==> config.mk <==
export PLATFORM = sky130hd
export DESIGN_NAME = key_velocity_region_lookup
export DESIGN_NICKNAME = d
export VERILOG_FILES = /design/src/rtl/core/kvrl_pkg.sv /design/src/rtl/core/kvrl_ram.sv /design/src/rtl/core/kvrl_ctrl.sv /design/src/rtl/core/kvrl_dp.sv /design/src/rtl/core/key_velocity_region_lookup.sv
export SDC_FILE = /design/constraint.sdc
export NUM_CORES = 2
export LEC_CHECK = 0
export ABC_AREA = 1
export BUFFER_PORTS_ARGS = -buffer_cell sky130_fd_sc_hd__buf_2
export CAP_MARGIN = 20
export CORE_MARGIN = 5
export CORE_UTILIZATION = 60
export DETAILED_ROUTE_END_ITERATION = 7
export MAX_ROUTING_LAYER = met4
export PLACE_DENSITY = 0.8
export SLEW_MARGIN = 20
export SYNTH_ARGS = -nofsm -noshare
export SYNTH_HDL_FRONTEND = slang
export SYNTH_SLANG_ARGS = --single-unit
==> constraint.sdc <==
create_clock -name clk -period 4.5 [get_ports clk]
set_input_delay 0.45 -clock clk [delete_from_list [all_inputs] [get_ports clk]]
set_output_delay 0.45 -clock clk [all_outputs]
set_load 0.01 [all_outputs]
==> src/rtl/core/kvrl_pkg.sv <==
// kvrl_pkg: shared types and constants for the key/velocity region lookup.
// Used by kvrl_ctrl, kvrl_dp and key_velocity_region_lookup; no dependencies.
package kvrl_pkg;

  localparam int unsigned KEY_W   = 7;
  localparam int unsigned IDX_W   = 6;
  localparam int unsigned ENTRY_W = 4 * KEY_W;

  localparam logic OP_WRITE = 1'b0;
  localparam logic OP_QUERY = 1'b1;

  typedef enum logic [3:0] {
    ST_IDLE  = 4'b0001,
    ST_SCAN  = 4'b0010,
    ST_DRAIN = 4'b0100,
    ST_RESP  = 4'b1000
  } state_t;

  typedef struct packed {
    logic wr_en;
    logic load_query;
    logic issue;
  } dp_cmd_t;

  typedef struct packed {
    logic empty;
    logic last_issue;
  } dp_sts_t;

endpackage

==> src/rtl/core/kvrl_ram.sv <==
// kvrl_ram: generic single-write, single-read RAM with registered read data.
// No dependencies.
module kvrl_ram #(
  parameter int unsigned WIDTH = 28,
  parameter int unsigned DEPTH = 64,
  parameter int unsigned AW    = (DEPTH > 1) ? $clog2(DEPTH) : 1
) (
  input  logic             clk,
  input  logic             we,
  input  logic [AW-1:0]    waddr,
  input  logic [WIDTH-1:0] wdata,
  input  logic             re,
  input  logic [AW-1:0]    raddr,
  output logic [WIDTH-1:0] rdata
);

  logic [WIDTH-1:0] mem_r [DEPTH];
  logic [WIDTH-1:0] rdata_r;

  always_ff @(posedge clk) begin
    if (we) begin
      mem_r[waddr] <= wdata;
    end
    if (re) begin
      rdata_r <= mem_r[raddr];
    end
  end

  assign rdata = rdata_r;

endmodule

==> src/rtl/core/kvrl_ctrl.sv <==
// kvrl_ctrl: controller state machine for the region lookup.
// Depends on kvrl_pkg; drives kvrl_dp through dp_cmd_t, reads dp_sts_t.
module kvrl_ctrl (
  input  logic              clk,
  input  logic              rst_n,
  input  logic              start,
  input  logic              operation,
  input  kvrl_pkg::dp_sts_t sts,
  output kvrl_pkg::dp_cmd_t cmd,
  output logic              busy,
  output logic              out_valid
);

  kvrl_pkg::state_t state_r, state_nxt;
  logic             accept;

  assign accept = start && (state_r == kvrl_pkg::ST_IDLE);

  always_comb begin
    state_nxt      = state_r;
    cmd.wr_en      = 1'b0;
    cmd.load_query = 1'b0;
    cmd.issue      = 1'b0;
    unique case (state_r)
      kvrl_pkg::ST_IDLE: begin
        if (accept && (operation == kvrl_pkg::OP_WRITE)) begin
          cmd.wr_en = 1'b1;
        end else if (accept) begin
          cmd.load_query = 1'b1;
          state_nxt      = sts.empty ? kvrl_pkg::ST_RESP : kvrl_pkg::ST_SCAN;
        end
      end
      kvrl_pkg::ST_SCAN: begin
        cmd.issue = 1'b1;
        if (sts.last_issue) begin
          state_nxt = kvrl_pkg::ST_DRAIN;
        end
      end
      kvrl_pkg::ST_DRAIN: begin
        state_nxt = kvrl_pkg::ST_RESP;
      end
      kvrl_pkg::ST_RESP: begin
        state_nxt = kvrl_pkg::ST_IDLE;
      end
      default: begin
        state_nxt = kvrl_pkg::ST_IDLE;
      end
    endcase
  end

  always_ff @(posedge clk) begin
    if (!rst_n) begin
      state_r <= kvrl_pkg::ST_IDLE;
    end else begin
      state_r <= state_nxt;
    end
  end

  assign busy      = (state_r != kvrl_pkg::ST_IDLE);
  assign out_valid = (state_r == kvrl_pkg::ST_RESP);

  a_strobe_single: assert property (@(posedge clk) disable iff (!rst_n)
    out_valid |=> !out_valid)
    else $error("result strobe longer than one cycle");

  a_busy_from_query: assert property (@(posedge clk) disable iff (!rst_n)
    $rose(busy) |-> $past(start) && $past(operation) == kvrl_pkg::OP_QUERY)
    else $error("busy rose without an accepted query");

  a_write_no_busy: assert property (@(posedge clk) disable iff (!rst_n)
    cmd.wr_en |=> !busy)
    else $error("write transfer left the block busy");

endmodule

==> src/rtl/core/kvrl_dp.sv <==
// kvrl_dp: region table, count register and the scan datapath that tracks the
// first exact match and the first nearest key. Depends on kvrl_pkg, kvrl_ram.
module kvrl_dp #(
  parameter int unsigned MAX_REGIONS = 64
) (
  input  logic                       clk,
  input  logic                       rst_n,
  input  kvrl_pkg::dp_cmd_t          cmd,
  output kvrl_pkg::dp_sts_t          sts,
  input  logic                       cfg_valid,
  input  logic [kvrl_pkg::KEY_W-1:0] cfg_region_count,
  input  logic [kvrl_pkg::IDX_W-1:0] entry_index,
  input  logic [kvrl_pkg::KEY_W-1:0] low_key,
  input  logic [kvrl_pkg::KEY_W-1:0] high_key,
  input  logic [kvrl_pkg::KEY_W-1:0] low_vel,
  input  logic [kvrl_pkg::KEY_W-1:0] high_vel,
  input  logic [kvrl_pkg::KEY_W-1:0] note,
  input  logic [kvrl_pkg::KEY_W-1:0] velocity,
  output logic                       found,
  output logic                       exact,
  output logic [kvrl_pkg::IDX_W-1:0] region_index,
  output logic [kvrl_pkg::KEY_W-1:0] key_distance
);

  localparam int unsigned AW    = (MAX_REGIONS > 1) ? $clog2(MAX_REGIONS) : 1;
  localparam int unsigned CNT_B = $clog2(MAX_REGIONS + 1);
  localparam int unsigned CNT_W = (CNT_B > kvrl_pkg::KEY_W) ? CNT_B : kvrl_pkg::KEY_W;
  localparam int unsigned KW    = kvrl_pkg::KEY_W;

  logic [KW-1:0]    count_r;
  logic [CNT_W-1:0] count_ext, n_clamp;
  logic [CNT_W-1:0] n_r, cnt_r;
  logic [KW-1:0]    note_r, vel_r;
  logic             eval_valid_r;
  logic [AW-1:0]    eval_idx_r;
  logic             found_r, exact_r;
  logic [AW-1:0]    best_idx_r;
  logic [KW-1:0]    best_dist_r;

  logic [CNT_W-1:0]            wr_idx_ext;
  logic                        wr_ok;
  logic [kvrl_pkg::ENTRY_W-1:0] wr_entry, rd_entry;
  logic [KW-1:0]               e_lo_key, e_hi_key, e_lo_vel, e_hi_vel;
  logic                        below, above, vel_in, hit;
  logic [KW-1:0]               key_gap;

  // count register, clamped to the table depth
  assign count_ext = CNT_W'(count_r);
  assign n_clamp   = (count_ext > CNT_W'(MAX_REGIONS)) ? CNT_W'(MAX_REGIONS) : count_ext;
  assign sts.empty      = (n_clamp == '0);
  assign sts.last_issue = ((cnt_r + CNT_W'(1)) == n_r);

  always_ff @(posedge clk) begin
    if (!rst_n) begin
      count_r <= '0;
    end else if (cfg_valid) begin
      count_r <= cfg_region_count;
    end
  end

  // table
  assign wr_idx_ext = CNT_W'(entry_index);
  assign wr_ok      = cmd.wr_en && (wr_idx_ext < CNT_W'(MAX_REGIONS));
  assign wr_entry   = {low_key, high_key, low_vel, high_vel};

  kvrl_ram #(
    .WIDTH (kvrl_pkg::ENTRY_W),
    .DEPTH (MAX_REGIONS),
    .AW    (AW)
  ) u_table (
    .clk   (clk),
    .we    (wr_ok),
    .waddr (wr_idx_ext[AW-1:0]),
    .wdata (wr_entry),
    .re    (cmd.issue),
    .raddr (cnt_r[AW-1:0]),
    .rdata (rd_entry)
  );

  // entry test
  assign {e_lo_key, e_hi_key, e_lo_vel, e_hi_vel} = rd_entry;
  assign below  = (note_r < e_lo_key);
  assign above  = (note_r > e_hi_key);
  assign vel_in = (vel_r >= e_lo_vel) && (vel_r <= e_hi_vel);
  assign hit    = !below && !above && vel_in;
  always_comb begin
    priority if (below) begin
      key_gap = e_lo_key - note_r;
    end else if (above) begin
      key_gap = note_r - e_hi_key;
    end else begin
      key_gap = '0;
    end
  end

  always_ff @(posedge clk) begin
    if (!rst_n) begin
      eval_valid_r <= 1'b0;
      found_r      <= 1'b0;
      exact_r      <= 1'b0;
      cnt_r        <= '0;
    end else begin
      eval_valid_r <= cmd.issue;
      if (cmd.load_query) begin
        found_r <= 1'b0;
        exact_r <= 1'b0;
        cnt_r   <= '0;
      end else begin
        if (cmd.issue) begin
          cnt_r <= cnt_r + CNT_W'(1);
        end
        if (eval_valid_r && !exact_r) begin
          if (hit) begin
            found_r <= 1'b1;
            exact_r <= 1'b1;
          end else if (!found_r || (key_gap < best_dist_r)) begin
            found_r <= 1'b1;
          end
        end
      end
    end
  end

  always_ff @(posedge clk) begin
    if (cmd.load_query) begin
      note_r      <= note;
      vel_r       <= velocity;
      n_r         <= n_clamp;
      best_idx_r  <= '0;
      best_dist_r <= '0;
    end else if (eval_valid_r && !exact_r) begin
      if (hit) begin
        best_idx_r  <= eval_idx_r;
        best_dist_r <= '0;
      end else if (!found_r || (key_gap < best_dist_r)) begin
        best_idx_r  <= eval_idx_r;
        best_dist_r <= key_gap;
      end
    end
    if (cmd.issue) begin
      eval_idx_r <= cnt_r[AW-1:0];
    end
  end

  assign found        = found_r;
  assign exact        = exact_r;
  assign region_index = kvrl_pkg::IDX_W'(best_idx_r);
  assign key_distance = best_dist_r;

  a_exact_found: assert property (@(posedge clk) disable iff (!rst_n)
    exact_r |-> found_r && (best_dist_r == '0))
    else $error("exact match without found or with nonzero distance");

  a_issue_range: assert property (@(posedge clk) disable iff (!rst_n)
    cmd.issue |-> (cnt_r < n_r))
    else $error("read issued beyond the searched count");

  a_eval_follows_issue: assert property (@(posedge clk) disable iff (!rst_n)
    eval_valid_r |-> $past(cmd.issue))
    else $error("entry evaluated without a read");

endmodule

==> src/rtl/core/key_velocity_region_lookup.sv <==
// key_velocity_region_lookup: top level; a write transfer stores one region and
// never raises busy. A query scans N table entries, N being region_count clamped to
// MAX_REGIONS: one table read per cycle, then the drain and result states, the strobe
// in the result state (N = 0: strobe in the cycle after the start); a new query is
// accepted only after the strobe. The receiver cannot stall. Synchronous reset clears the
// count and control, not the table. Depends on kvrl_pkg, kvrl_ctrl, kvrl_dp, kvrl_ram.
module key_velocity_region_lookup #(
  parameter int unsigned MAX_REGIONS = 64
) (
  input  logic                       clk,
  input  logic                       rst_n,
  input  logic                       start,
  output logic                       busy,
  input  logic                       in_operation,
  input  logic [kvrl_pkg::IDX_W-1:0] in_entry_index,
  input  logic [kvrl_pkg::KEY_W-1:0] in_low_key,
  input  logic [kvrl_pkg::KEY_W-1:0] in_high_key,
  input  logic [kvrl_pkg::KEY_W-1:0] in_low_vel,
  input  logic [kvrl_pkg::KEY_W-1:0] in_high_vel,
  input  logic [kvrl_pkg::KEY_W-1:0] in_note,
  input  logic [kvrl_pkg::KEY_W-1:0] in_velocity,
  output logic                       out_valid,
  output logic                       out_found,
  output logic                       out_exact,
  output logic [kvrl_pkg::IDX_W-1:0] out_region_index,
  output logic [kvrl_pkg::KEY_W-1:0] out_key_distance,
  input  logic                       cfg_valid,
  output logic                       cfg_ready,
  input  logic [kvrl_pkg::KEY_W-1:0] cfg_region_count
);

  kvrl_pkg::dp_cmd_t cmd;
  kvrl_pkg::dp_sts_t sts;

  assign cfg_ready = 1'b1;

  kvrl_ctrl u_ctrl (
    .clk       (clk),
    .rst_n     (rst_n),
    .start     (start),
    .operation (in_operation),
    .sts       (sts),
    .cmd       (cmd),
    .busy      (busy),
    .out_valid (out_valid)
  );

  kvrl_dp #(
    .MAX_REGIONS (MAX_REGIONS)
  ) u_dp (
    .clk              (clk),
    .rst_n            (rst_n),
    .cmd              (cmd),
    .sts              (sts),
    .cfg_valid        (cfg_valid),
    .cfg_region_count (cfg_region_count),
    .entry_index      (in_entry_index),
    .low_key          (in_low_key),
    .high_key         (in_high_key),
    .low_vel          (in_low_vel),
    .high_vel         (in_high_vel),
    .note             (in_note),
    .velocity         (in_velocity),
    .found            (out_found),
    .exact            (out_exact),
    .region_index     (out_region_index),
    .key_distance     (out_key_distance)
  );

endmodule

==> flow_summary.json <==
{
  "yosys.area_share.simple_pct": 7.52,
  "rrSetupSlack_ns": 1.01,
  "dr_total_vias": 49900,
  "dr.first_iter.drc_count": 9140,
  "synth-compound-area-share_pct": 13.4,
  "post_cts_buffers": 0,
  "placed_cells": 7134,
  "cts_buffer_depth": 3,
  "mostFrequentLayoutCells": "edfxtp_1 (1847), nor2_1 (1168), o21ai_0 (1023), o22ai_1 (474), clkbuf_16 (179)",
  "cts_root_buffer": "clkbuf_16",
  "outcome": "finished, violations left",
  "die_area_sq_mm": 0.131,
  "min_period_over_period_pct": 77.5,
  "syn_to_final_growth_pct": 11.2,
  "synthCells": 5657,
  "wl_um": 204000,
  "nFillCells": 7971,
  "synth_top_area_share_pct": 74.4,
  "syn_area_sq_mm": 0.0745,
  "ios": 78,
  "finalNonFillerCells": 7496,
  "rsz0062_at_grt": "no",
  "synth_top_area_cell": "edfxtp_1",
  "yosys_warnings": 0,
  "syn_area_per_cell_sq_um": 13.2,
  "hold-worst-slack_ns": 0.0597,
  "p_per_area_mw_per_mm2": 438,
  "final.setup.tns_ns": 0,
  "drc": 2,
  "r2r_cells": 11,
  "synth_nets": 5754,
  "async_flop_share_pct": 0,
  "hold_violations": 0,
  "ys_seq_area_share_pct": 75.3,
  "synth_flop_cell": "edfxtp_1",
  "arrival_ns": 3.92,
  "muxShareOfSynthArea_pct": 0,
  "first_pass_iters": 8,
  "antenna_found_initial": 12,
  "vdd_drop_max_v": 0.000375,
  "min_period_ns": 3.49,
  "cts_tree": "yes",
  "fmax_ghz": 0.287,
  "grt_pass1_wl_um": 298000,
  "r2r-end": "u_dp.u_table.mem_r[19][25]",
  "drv_slew": 0,
  "synth_edf_count": 1847,
  "final_nets": 5796,
  "setup_viol": 0,
  "crit_path_start_kind": "flop",
  "grt_max_degree": 177,
  "ctsResizeCount": 0,
  "post_dp_cell_area_sq_mm": 0.0772,
  "portBuffers": 76,
  "critical_path_class": "reg2reg",
  "die_x_um": 362,
  "power.leakage_nw": 27.1,
  "startpoint": "u_ctrl.state_r[2]",
  "hp-class": "in2reg",
  "grt-ovfl-total": 0,
  "clkSinkCount": 1881,
  "synth_top_family_by_area": "compound AO/OA/AOI/OAI gates",
  "synth.area.top_cells": "edfxtp_1 (74%), o21ai_0 (6.9%), nor2_1 (6.2%), o22ai_1 (4.0%), clkbuf_1 (1.2%)",
  "die_h_um": 362,
  "cts_made_buffers": 175,
  "first_global_vias": 47500,
  "skew_ns": 0.0408,
  "track_usage_pct": 31.2,
  "path_max_fanout": 28,
  "wire_per_inst_um": 27.1,
  "clock_latency_ns": 0.82,
  "synthAdderAreaFrac_pct": 0.641,
  "path_clk_slew_ns": 0.06,
  "drive_gt1_share_pct": 9.64,
  "vias_per_cell": 6.66,
  "h-tree-depth": 4,
  "final_common_cell": "edfxtp_1",
  "setup_slack_ns": 1.01,
  "rr_startpoint": "u_ctrl.state_r[2]",
  "synth_xor_area_share_pct": 0.188,
  "cp-end-kind": "flop",
  "hpwl_um": 107000,
  "design_area_sq_mm": 0.0829,
  "dp_slack_ns": 1.13,
  "initial_core_util_pct": 60.3,
  "worst_slew_pin_slew_ns": 1.02,
  "ant_nets": 0,
  "ys_ff_latch": 1881,
  "coreArea_sq_mm": 0.124,
  "synthDistinctLibCells": 48,
  "crit_end": "u_dp.u_table.mem_r[19][25]",
  "rows": 129,
  "cap_violations": 0,
  "place_congestion": 0.894,
  "cts_hold_buf": 25,
  "crit_required_ns": 4.93,
  "relSlewSlack_pct": 32.2,
  "violations": "DRC"
}
[power breakdown]
part | switching [mW] | internal [mW]
sequential | 0.107 | 19.4
clock | 6.34 | 7.84
combinational | 1.92 | 0.666
[through the flow]
| step | total power, mW | utilization (%) |
|---|---|---|
| 2_1_floorplan | 21.2 | - |
| 3_3_place_gp | 22.3 | 62.4 |
| 4_1_cts | 36.2 | 67.0 |
| 6_report | 36.3 | 67.0 |
| 5_1_grt | 37.3 | 67.0 |
| 3_5_place_dp | 22.3 | 62.4 |
[routing by layer]
| layer | vias to the layer above | GRT usage [%] | wire length (um) |
|---|---|---|---|
| met5 | - | - | 0 |
| met3 | 636 | 6.88 | 28000 |
| met2 | 4005 | 46.6 | 93300 |
| li1 | 21300 | - | - |
| met4 | 0 | 15.1 | 11100 |
| met1 | 24000 | 41.3 | 71200 |
[kinds of logic (layout without fill, tap and decap cells)]
kind of cell / after synthesis / after routing
and+or+nand+nor: 1440 / 1440
DFF: 1881 / 1881
xor gates and xnor gates: 16 / 16
AOI/OAI and AO/OA: 1786 / 1786
adders and majority gates: 37 / 37
buffers and inverters: 496 / 689
other: 1 / 10
[how the worst min path moves through the flow]
| stage | depth (start not counted) | from | end | slack [ns] |
|---|---|---|---|---|
| floorplan | 0 | u_dp.cnt_r[1] | u_dp.eval_idx_r[1] | 0.44 |
| global placement | 2 | u_ctrl.state_r[2] | u_ctrl.state_r[2] | 0.46 |
| detailed placement | 2 | u_dp.count_ext[5] | u_dp.count_ext[5] | 0.47 |
| CTS | 3 | cfg_valid | u_dp.count_ext[3] | 0.02 |
| global route | 3 | cfg_valid | u_dp.count_ext[2] | 0.08 |
| finish | 3 | cfg_valid | u_dp.count_ext[3] | 0.06 |
[cells in the mapped netlist (5+ instances only)]
library cell / count
o21ai_0: 1023
o21ai_1: 94
dfxtp_1: 34
nand4_1: 5
xor2_1: 9
buf_2: 106
o22ai_1: 474
nor3_1: 6
clkbuf_1: 241
a21oi_1: 69
nand2_1: 132
o221ai_1: 65
o211ai_1: 24
inv_1: 92
edfxtp_1: 1847
buf_4: 31
o311ai_1: 21
nor2_1: 1232
buf_1: 5
ha_1: 35
xnor2_1: 7
nand3_1: 39
buf_6: 13
nand3_2: 8
[worst max-delay path, cell delays in order, from the launching register on]
cell     delay [ns]
dfxtp_1        0.33
inv_2          0.08
nand2_1        0.10
nor3_2         0.23
inv_1          0.16
nor3_1         0.26
buf_4          0.23
inv_1          0.08
nor2_1         0.32
nand3_2        0.55
nor2_4         0.24
buf_4          0.48
[cell type report]
cell class              instances  area (sq um)  share of cell area, %
inverters                      97           402                  0.485
well taps                    1637          2050                   2.47
clock buffers                 226          4660                   5.62
multi-input cells            3280         16700                   20.1
flip-flops and latches       1881         56200                   67.8
diodes                          9          22.5                 0.0272
clock inverters               102           781                  0.942
repair buffers                264          2120                   2.55
[sequential cells by signal (all words and copies together), names as in the netlist]
name	count
u_dp.u_table.rdata	28
u_dp.count_ext	7
u_dp.found	1
u_dp.n_r	7
u_dp.key_distance	7
u_dp.cnt_r	7
u_dp.eval_idx_r	6
u_dp.note_r	7
u_ctrl.state_r	4
u_dp.u_table.mem_r	1792
u_dp.exact	1
u_dp.region_index	6
u_dp.eval_valid_r	1
u_dp.vel_r	7
Note: power is estimated with default switching activity, not from simulation.
